File: src/rtl/rqfs_pkg.sv
`timescale 1ns / 1ps
`default_nettype none

package rqfs_pkg;

	localparam int QUEUE_DEPTH_DEF = 16;
	localparam int FUNC_W = 2;
	localparam int ID_W = 8;
	localparam int TIME_W = 16;
	localparam int OCC_W = 5;

	localparam logic [FUNC_W-1:0] OP_APPEND = 2'd0;
	localparam logic [FUNC_W-1:0] OP_SORTED = 2'd1;
	localparam logic [FUNC_W-1:0] OP_POP = 2'd2;

	typedef struct packed {
		logic [ID_W-1:0] id;
		logic [TIME_W-1:0] svc;
		logic [TIME_W-1:0] arr;
	} entry_t;

	// Broadcast to every cell in the chain.
	typedef struct packed {
		logic ins_en;
		logic pop_en;
		logic sorted;
	} cell_ctrl_t;

	// True when a new entry belongs in front of a stored one.
	function automatic logic goes_before(input entry_t nw, input entry_t cur);
		goes_before = (nw.svc < cur.svc) || ((nw.svc == cur.svc) && (nw.arr <= cur.arr));
	endfunction

endpackage

`default_nettype wire

File: src/rtl/rqfs_if.sv
`timescale 1ns / 1ps
`default_nettype none

interface rqfs_req_if import rqfs_pkg::*; ();
	logic valid;
	logic ready;
	logic [FUNC_W-1:0] func;
	logic [ID_W-1:0] proc_id;
	logic [TIME_W-1:0] service_time;
	logic [TIME_W-1:0] arrival_time;

	modport source (output valid, func, proc_id, service_time, arrival_time, input ready);
	modport sink (input valid, func, proc_id, service_time, arrival_time, output ready);
endinterface

interface rqfs_rsp_if import rqfs_pkg::*; ();
	logic valid;
	logic ready;
	logic pop_valid;
	logic [ID_W-1:0] out_proc_id;
	logic [TIME_W-1:0] out_service_time;
	logic [TIME_W-1:0] out_arrival_time;
	logic overflow;
	logic [OCC_W-1:0] occupancy;

	modport source (output valid, pop_valid, out_proc_id, out_service_time, out_arrival_time,
		overflow, occupancy, input ready);
	modport sink (input valid, pop_valid, out_proc_id, out_service_time, out_arrival_time,
		overflow, occupancy, output ready);
endinterface

`default_nettype wire

File: src/rtl/rqfs_cell.sv
`timescale 1ns / 1ps
`default_nettype none

module rqfs_cell import rqfs_pkg::*; #(
	parameter int QUEUE_DEPTH = QUEUE_DEPTH_DEF,
	parameter int IDX = 0,
	localparam int CW = $clog2(QUEUE_DEPTH + 1)
) (
	input wire logic clk,
	input wire cell_ctrl_t ctrl,
	input wire logic [CW-1:0] count,
	input wire entry_t new_entry,
	input wire entry_t left_entry,
	input wire entry_t right_entry,
	input wire logic found_in,
	output logic found_out,
	output entry_t entry
);

	entry_t entry_q;
	logic occ;
	logic tail;
	logic hit;

	assign occ = count > CW'(IDX);
	assign tail = count == CW'(IDX);
	assign hit = ctrl.sorted && occ && goes_before(new_entry, entry_q);
	// insertion point found here or upstream
	assign found_out = found_in || hit || tail;
	assign entry = entry_q;

	always_ff @(posedge clk) begin
		if (ctrl.ins_en) begin
			if (found_in) begin
				entry_q <= left_entry;
			end else if (hit || tail) begin
				entry_q <= new_entry;
			end
		end else if (ctrl.pop_en) begin
			entry_q <= right_entry;
		end
	end

endmodule

`default_nettype wire

File: src/rtl/ready_queue_fifo_and_sorted.sv
`timescale 1ns / 1ps
`default_nettype none

// Bounded process ready queue built as a chain of QUEUE_DEPTH entry cells, head in
// cell 0. Each req item carries func: append at the tail, sorted insert (ahead of the
// first entry with a larger service time, or an equal service time and an equal or
// larger arrival time), or pop head. Every item yields exactly one rsp item in the cycle
// after acceptance: the popped entry with pop_valid (all out_ fields zero otherwise),
// an overflow flag when an insert hit a full queue and was dropped, and the occupancy
// after the operation (low 5 bits of the count). One item is accepted per cycle; req
// ready drops only while a result waits in the output register and rsp is not taking
// it. All cells compare against the new entry at once and shift together; the
// clock period is set by the priority chain that locates the insertion point, rippling
// through every cell. Entry storage needs no clearing after reset.
module ready_queue_fifo_and_sorted import rqfs_pkg::*; #(
	parameter int QUEUE_DEPTH = QUEUE_DEPTH_DEF
) (
	input wire logic clk,
	input wire logic arst_n,
	rqfs_req_if.sink req,
	rqfs_rsp_if.source rsp
);

	localparam int CW = $clog2(QUEUE_DEPTH + 1);

	logic [CW-1:0] count_q;
	logic [CW-1:0] count_next;
	logic accept;
	logic is_ins;
	logic full;
	logic empty;
	cell_ctrl_t ctrl;
	entry_t new_entry;
	entry_t entries [QUEUE_DEPTH];
	logic found [QUEUE_DEPTH+1];
	logic [31:0] count_ext;

	logic valid_q;
	logic pop_valid_q;
	entry_t out_q;
	logic overflow_q;
	logic [OCC_W-1:0] occ_q;

	// Output register frees up when rsp takes it, so a new item may enter the same cycle.
	assign req.ready = !valid_q || rsp.ready;
	assign accept = req.valid && req.ready;

	assign is_ins = (req.func == OP_APPEND) || (req.func == OP_SORTED);
	assign full = count_q == CW'(QUEUE_DEPTH);
	assign empty = count_q == '0;

	assign ctrl.ins_en = accept && is_ins && !full;
	assign ctrl.pop_en = accept && (req.func == OP_POP) && !empty;
	assign ctrl.sorted = req.func == OP_SORTED;

	assign new_entry.id = req.proc_id;
	assign new_entry.svc = req.service_time;
	assign new_entry.arr = req.arrival_time;

	always_comb begin
		priority if (ctrl.ins_en) begin
			count_next = count_q + CW'(1);
		end else if (ctrl.pop_en) begin
			count_next = count_q - CW'(1);
		end else begin
			count_next = count_q;
		end
	end

	assign count_ext = 32'(count_next);

	// Cell chain: cell 0 has nothing upstream, the last cell nothing downstream.
	assign found[0] = 1'b0;

	for (genvar i = 0; i < QUEUE_DEPTH; i++) begin : g_cell
		entry_t left_e;
		entry_t right_e;

		if (i == 0) begin : g_head
			assign left_e = new_entry;
		end else begin : g_mid
			assign left_e = entries[i-1];
		end

		if (i == QUEUE_DEPTH - 1) begin : g_last
			assign right_e = entries[i];
		end else begin : g_next
			assign right_e = entries[i+1];
		end

		rqfs_cell #(
			.QUEUE_DEPTH(QUEUE_DEPTH),
			.IDX(i)
		) u_cell (
			.clk(clk),
			.ctrl(ctrl),
			.count(count_q),
			.new_entry(new_entry),
			.left_entry(left_e),
			.right_entry(right_e),
			.found_in(found[i]),
			.found_out(found[i+1]),
			.entry(entries[i])
		);
	end

	always_ff @(posedge clk or negedge arst_n) begin
		if (!arst_n) begin
			count_q <= '0;
			valid_q <= 1'b0;
		end else begin
			count_q <= count_next;
			if (accept) begin
				valid_q <= 1'b1;
			end else if (rsp.ready) begin
				valid_q <= 1'b0;
			end
		end
	end

	// result payload
	always_ff @(posedge clk) begin
		if (accept) begin
			pop_valid_q <= ctrl.pop_en;
			out_q <= ctrl.pop_en ? entries[0] : '0;
			overflow_q <= is_ins && full;
			occ_q <= count_ext[OCC_W-1:0];
		end
	end

	assign rsp.valid = valid_q;
	assign rsp.pop_valid = pop_valid_q;
	assign rsp.out_proc_id = out_q.id;
	assign rsp.out_service_time = out_q.svc;
	assign rsp.out_arrival_time = out_q.arr;
	assign rsp.overflow = overflow_q;
	assign rsp.occupancy = occ_q;

endmodule

`default_nettype wire

File: src/flat_wrapper.sv
// flat-port wrapper written by rule: the top's interface ports become plain ports
module ready_queue_fifo_and_sorted_flat import rqfs_pkg::*;
#(
	parameter int QUEUE_DEPTH = QUEUE_DEPTH_DEF
)
  (clk, arst_n, req_valid, req_func, req_proc_id, req_service_time, req_arrival_time, req_ready, rsp_valid, rsp_pop_valid, rsp_out_proc_id, rsp_out_service_time, rsp_out_arrival_time, rsp_overflow, rsp_occupancy, rsp_ready);
  rqfs_req_if req_i ();
  rqfs_rsp_if rsp_i ();
  input wire logic clk;
  input wire logic arst_n;
  input wire logic [$bits(req_i.valid)-1:0] req_valid;
  input wire logic [$bits(req_i.func)-1:0] req_func;
  input wire logic [$bits(req_i.proc_id)-1:0] req_proc_id;
  input wire logic [$bits(req_i.service_time)-1:0] req_service_time;
  input wire logic [$bits(req_i.arrival_time)-1:0] req_arrival_time;
  output wire logic [$bits(req_i.ready)-1:0] req_ready;
  output wire logic [$bits(rsp_i.valid)-1:0] rsp_valid;
  output wire logic [$bits(rsp_i.pop_valid)-1:0] rsp_pop_valid;
  output wire logic [$bits(rsp_i.out_proc_id)-1:0] rsp_out_proc_id;
  output wire logic [$bits(rsp_i.out_service_time)-1:0] rsp_out_service_time;
  output wire logic [$bits(rsp_i.out_arrival_time)-1:0] rsp_out_arrival_time;
  output wire logic [$bits(rsp_i.overflow)-1:0] rsp_overflow;
  output wire logic [$bits(rsp_i.occupancy)-1:0] rsp_occupancy;
  input wire logic [$bits(rsp_i.ready)-1:0] rsp_ready;
  assign req_i.valid = req_valid;
  assign req_i.func = req_func;
  assign req_i.proc_id = req_proc_id;
  assign req_i.service_time = req_service_time;
  assign req_i.arrival_time = req_arrival_time;
  assign req_ready = req_i.ready;
  assign rsp_valid = rsp_i.valid;
  assign rsp_pop_valid = rsp_i.pop_valid;
  assign rsp_out_proc_id = rsp_i.out_proc_id;
  assign rsp_out_service_time = rsp_i.out_service_time;
  assign rsp_out_arrival_time = rsp_i.out_arrival_time;
  assign rsp_overflow = rsp_i.overflow;
  assign rsp_occupancy = rsp_i.occupancy;
  assign rsp_i.ready = rsp_ready;
  ready_queue_fifo_and_sorted #(.QUEUE_DEPTH(QUEUE_DEPTH)) u_core (.clk(clk), .arst_n(arst_n), .req(req_i), .rsp(rsp_i));
endmodule
File: config.mk
export PLATFORM = sky130hd
export DESIGN_NAME = ready_queue_fifo_and_sorted_flat
export DESIGN_NICKNAME = d
export VERILOG_FILES = /design/src/rtl/rqfs_pkg.sv /design/src/rtl/rqfs_if.sv /design/src/rtl/rqfs_cell.sv /design/src/rtl/ready_queue_fifo_and_sorted.sv /design/src/flat_wrapper.sv
export SDC_FILE = /design/constraint.sdc
export NUM_CORES = 2
export LEC_CHECK = 0
export ABC_AREA = 1
export ABC_CLOCK_PERIOD_IN_PS = 12400
export BUFFER_PORTS_ARGS = -buffer_cell sky130_fd_sc_hd__buf_2
export CORE_ASPECT_RATIO = 0.7
export CORE_MARGIN = 2
export CORE_UTILIZATION = 37
export CTS_CLUSTER_DIAMETER = 40
export CTS_CLUSTER_SIZE = 14
export DETAILED_ROUTE_END_ITERATION = 16
export GPL_ROUTABILITY_DRIVEN = 0
export GPL_TIMING_DRIVEN = 0
export PLACE_DENSITY = 0.56
export SLEW_MARGIN = 20
export SYNTH_ARGS = -nofsm -noshare
export SYNTH_HDL_FRONTEND = slang
export SYNTH_HIERARCHICAL = 1
export SYNTH_SLANG_ARGS = --single-unit
File: constraint.sdc
create_clock -name clk -period 12.4 [get_ports clk]
set_input_delay 1.86 -clock clk [delete_from_list [all_inputs] [get_ports clk]]
set_output_delay 1.86 -clock clk [all_outputs]
set_load 0.005 [all_outputs]
# After elaboration in Yosys (flattened, before gate mapping)
# Index checks and enable logic that the tools add are counted.
# W data, S select, Z words.
# word_totals
register_bits	693
wordCells	360
output_inout_bits	49
# op_classes
order_cmp	48
eq_ne	49
reduce_logical	140
add_sub_neg	2
mux	65
# ops
cell	count
$mux W40	61
$eq A16 B16 Y1	16
$le A16 B16 Y1	16
$lt A16 B16 Y1	16
$logic_or A1 B1 Y1	62
$logic_and A1 B1 Y1	54
$ne A3 B3 Y1 const B	14
$eq A5 B4 Y1 const B	8
$gt A5 B4 Y1 const B	8
$reduce_and A2 Y1	16
$eq A5 B3 Y1 const B	4
$gt A5 B3 Y1 const B	4
$eq A5 B2 Y1 const B	2
$gt A5 B1 Y1 const B	2
$gt A5 B2 Y1 const B	2
$mux W5	2
$reduce_bool A2 Y1	3
$add A5 B1 Y5 const B	1
$eq A5 B1 Y1 const B	1
$eq A5 B5 Y1 const B	1
$logic_not A5 Y1	1
$sub A5 B1 Y5 const B	1
$logic_not A1 Y1	3
$eq A2 B1 Y1 const B	1
other kinds (4)	5

# Depth between registers and ports, before layout
# logic_depth
depth_word	35
ltp_mapped	62

# Modules after synthesis
# Netlist, hierarchy kept.
# by_module_without_submodules
module	area_per_inst_um2	cells_each	n_inst
rqfs_cell at u_core.g_cell[1].u_cell	2902.8	369	1
rqfs_cell at u_core.g_cell[10].u_cell	2900.3	367	1
rqfs_cell at u_core.g_cell[13].u_cell	2900.3	366	1
rqfs_cell at u_core.g_cell[11].u_cell	2899.0	365	1
rqfs_cell at u_core.g_cell[14].u_cell	2896.5	368	1
rqfs_cell at u_core.g_cell[6].u_cell	2892.8	366	1
rqfs_cell at u_core.g_cell[4].u_cell	2891.5	366	1
rqfs_cell at u_core.g_cell[3].u_cell	2890.3	367	1
rqfs_cell at u_core.g_cell[2].u_cell	2887.8	365	1
rqfs_cell at u_core.g_cell[7].u_cell	2886.5	365	1
rqfs_cell at u_core.g_cell[5].u_cell	2885.3	367	1
rqfs_cell at u_core.g_cell[9].u_cell	2882.8	367	1
rqfs_cell at u_core.g_cell[12].u_cell	2881.5	366	1
rqfs_cell at u_core.g_cell[8].u_cell	2877.8	365	1
+3 rows	--	--	--

# Least setup slack after synthesis
# OpenSTA, ideal clock, no wires.
# synth_timing
path_kind	input to register
startpoint	input port req_arrival_time[15]
endpoint	register u_core.g_cell[15].u_cell.entry_q (netlist bit u_core/g_cell[15].u_cell/entry[0]), enable pin
setup_time_ns	0.530
n_path_buf	0
t_arrival_ns	7.643
cell_stages	56
setup_slack_ns	4.227
path_cell_list	ha_1 nand2_2 nor3_2 nand2_1 nand2_1 nand2_1 nand2_1 nand2_1 nand2_1 nand2_2 inv_2 nand2_1 inv_1 nand2_2 nor2_1 nand2_2 inv_2 nand2_1 (+20 left out) inv_2 o41ai_1 inv_1 nand2_2 a41oi_1 nand2_2 a21oi_1 nand2_2 a41oi_1 nand2_2 inv_2 o41ai_1 inv_1 nand2_2 nor2_1 nand2_2 nand2_1 nand2_1
# synth_rtl
item	line	rtl
start, declared	flat_wrapper.sv:15	input wire logic [$bits(req_i.arrival_time)-1:0] req_arrival_time;
end signal, assigned	rqfs_cell.sv:35	entry_q <= left_entry;
end signal, assigned	rqfs_cell.sv:37	entry_q <= new_entry;
end signal, assigned	rqfs_cell.sv:40	entry_q <= right_entry;
end, declared	rqfs_cell.sv:20	entry_t entry_q;

==> metrics <==
HP Class register to register; die area 134000 µm²; Clock power frac between 30% and 40%; GRT Overall Usage around a fifth; met3 wire length about 9.1 mm; critical path launch point type input port; Multi-input gate area 23930 µm²; initial core utilization 37.18%; maxcap violations 0; max layer used met5; Post-Route WL 146.0 mm; VDD IR max 0.0001432 V; Clock transition at path regs 0.06 ns; Combinational Power Share 30.0%; Via Count 42670; Internal Power about 6300 µW; wire length of the first global-routing pass 230.9 mm; Sw Share ~38%; initial antenna violation count 5; Core ar. 130400 µm²; CP required 12.86 ns; Post-synth EDFFs 687; most frequent CP cell nand2_2; Sw Pwr between 3000 and 4000 µW; Vias/cell 5.227; Final Cycle Share 96.91%; die width about 440 µm; share of cells above drive strength 1 8.925%; CP max FO 33; Die H 306.9 µm; Top FF cell, synth edfxtp_1; WS Path Type input port to register; vias in the first global route around 42000; sequential share of power between 30% and 40%; cell area after synthesis 48480 µm²; synthesized instance count 6061; final net count just under 7000; most common cell after layout, fill and taps aside nand2_1; crit path DAT 12.48 ns; Port Buffers 94; final setup TNS 0 ns; Final Hold Fails 0; CTS Buffer Depth 3; sequential element share of the synthesized area 42.86%; PwrDens approximately 180 nW/µm²; Worst-Skew Late Latency roughly 0.75 ns; Sink Count 693; Syn. warnings 6; commonest non-fill, non-tap cells in the layout nand2_1, nor2_1, o21ai_0; Setup Viol. Count Final 0; CTS root buf clkbuf_16; Max Fclk 83.22 MHz; fraction of registers with async set or reset after synthesis less than 1%; Slew headroom 21.31%; number of synthesized register bits slightly below 700; RSZ-0062 raised after global routing no; worst-margin pin slew between 1 and 1.5 ns; Hold Slack 0.5567 ns; hpwl dp 110.2 mm; Worst path top cell family by delay simple AND/OR/NAND/NOR gates; Pre-antenna DRT Iters 8; Storage cell area between 20000 and 25000 µm²; Ports 95; H-tree Lvls 4; fillcell total between 10000 and 15000; Netlist cell types 42; CTS tree built; leak pwr 0.02428 µW; metal2 WL 59.20 mm; WP buf/inv 16; Crit path largest cell delay ~0.43 ns; DRC Markers 0; met1 wire length 75.87 mm; hold-fix buffer count after cts 0; Post-DRT Antenna Nets 0; 1st-iter DRT viols 4090; cts bufs inserted ~130; clock skew between 0.03 and 0.04 ns; critical path endpoint category register; synthesized area per cell between 7 and 8 µm²; status finished clean; fin. max-slew vios 0; Cell Rows approximately 110; slowest cell on the critical path ha_1; Layout area overhead 15.27%; largest net degree at the start of global routing 65; grt ovf 0; DR WL/cell 17.89 µm; Tmin final 12.02 ns
[power groups by stage]
stage	Clock (µW)	Combinational, µW	Sequential, µW
after floorplan	0	1990	3370
after global placement	0	2800	3540
after detailed placement	0	2930	3520
after CTS	3610	2950	3480
after global routing	3710	3410	3530
final	3560	3010	3480
[cell type report]
| type | instances | area share (%) |
|---|---|---|
| Antenna cell | 3 | 0.01343 |
| Clock inverter | 83 | 1.352 |
| Inverter | 726 | 4.892 |
| Timing Repair Buffer | 108 | 1.395 |
| Clock buffer | 153 | 6.412 |
| Buffer | 260 | 2.006 |
| Tap cell | 1751 | 3.920 |
| Multi-Input combinational cell | 4386 | 42.82 |
| Sequential cell | 693 | 37.19 |
[per-stage QoR]
step | cell area, µm² | std cells | utilization [%] | total power, µW | worst slack (ns)
after floorplan | 48500 | 6065 | - | 5359 | 4.227
after global placement | 51160 | 7910 | 39.23 | 6343 | -1.309
after detailed placement | 51470 | 7924 | 39.47 | 6450 | -0.3052
after CTS | 55810 | 8160 | 42.80 | 10040 | 0.4410
after global routing | 55880 | 8160 | 42.85 | 10650 | 0.03326
final | 55880 | 8163 | 42.85 | 10050 | 0.3831
[synth_stat cells, types with 5 or more instances]
master | number | area [µm²]
o21ai_0 | 703 | 3518
nor3_2 | 32 | 320.3
a21boi_0 | 5 | 37.54
clkbuf_4 | 9 | 67.56
dfrtp_1 | 6 | 150.1
nor2_1 | 827 | 3104
nand4_2 | 6 | 75.07
edfxtp_1 | 687 | 20630
nand4_1 | 45 | 281.5
nand3_1 | 91 | 455.4
buf_6 | 6 | 67.56
inv_2 | 57 | 214.0
nand2_2 | 55 | 344.1
a31oi_1 | 16 | 100.1
inv_1 | 669 | 2511
a21o_1 | 17 | 127.6
clkbuf_1 | 229 | 859.6
buf_4 | 7 | 52.55
a21oi_2 | 9 | 78.83
o21ai_1 | 630 | 3153
a21oi_1 | 185 | 925.9
nand2_1 | 1180 | 4429
nor2_2 | 37 | 231.5
ha_1 | 514 | 6431
[worst reg2reg max path: cells and delay by family, from the launching register on]
family	cells	cell delay [ns]
AOI/OAI and AO/OA	11	2.16
adders and majority gates	1	0.30
buffers and inverters	16	2.67
DFF	1	0.40
and+or+nand+nor	30	5.08
[logic make-up (layout without fill, tap and decap cells)]
| group | after synthesis | after routing | share of synthesized area, % |
|---|---|---|---|
| AO/OA/AOI/OAI | 1577 | 1577 | 16.58 |
| XOR/XNOR | 2 | 2 | 0.03614 |
| adder cells (fa/ha/maj) | 514 | 514 | 13.27 |
| buffers and inverters | 986 | 1330 | 7.923 |
| flip-flops | 693 | 693 | 42.86 |
| other | 1 | 8 | 0.007735 |
| AND/OR/NAND/NOR | 2288 | 2288 | 19.32 |
[path summary, 6_finish.rpt]
kind,from,end,slack [ns],depth (start not counted)
hold / removal,u_core/rsp.valid$_DFFE_PN0P_,u_core/rsp.valid$_DFFE_PN0P_,0.56,2
hold reg to reg,u_core/rsp.valid$_DFFE_PN0P_,u_core/rsp.valid$_DFFE_PN0P_,0.56,2
min in group asynchronous,arst_n,u_core/count_q[1]$_DFF_PN0_,0.94,1
setup reg to reg,u_core/g_cell[0].u_cell/entry[15]$_DFFE_PP_,u_core/g_cell[15].u_cell/entry[0]$_DFFE_PP_,1.50,58
max in group asynchronous,arst_n,u_core/count_q[4]$_DFF_PN0_,11.30,1
setup / recovery,req_arrival_time[15],u_core/g_cell[15].u_cell/entry[0]$_DFFE_PP_,0.38,58
[state kept, by name (all words and copies together) (netlist names)]
signal                       count
u_core/count_q                   5
u_core/g_cell.u_cell/entry     640
u_core/rsp.occupancy             5
u_core/rsp.out_arrival_time     16
u_core/rsp.out_proc_id           8
u_core/rsp.out_service_time     16
u_core/rsp.overflow              1
u_core/rsp.pop_valid             1
u_core/rsp.valid                 1
[what timing repair did]
item,4_1_cts,5_1_grt
resized for setup,0,25
buffers inserted,0,0
hold endpoints to repair,0,0
setup endpoints to repair,0,120
[routing by layer]
layer  vias up  GRT usage (%)
met5         -              0
met4         6          4.764
met3       143          3.049
met2      1239          30.93
met1     20300          33.17
li1      20980              -
No activity file was read; power rests on OpenSTA's default activity.
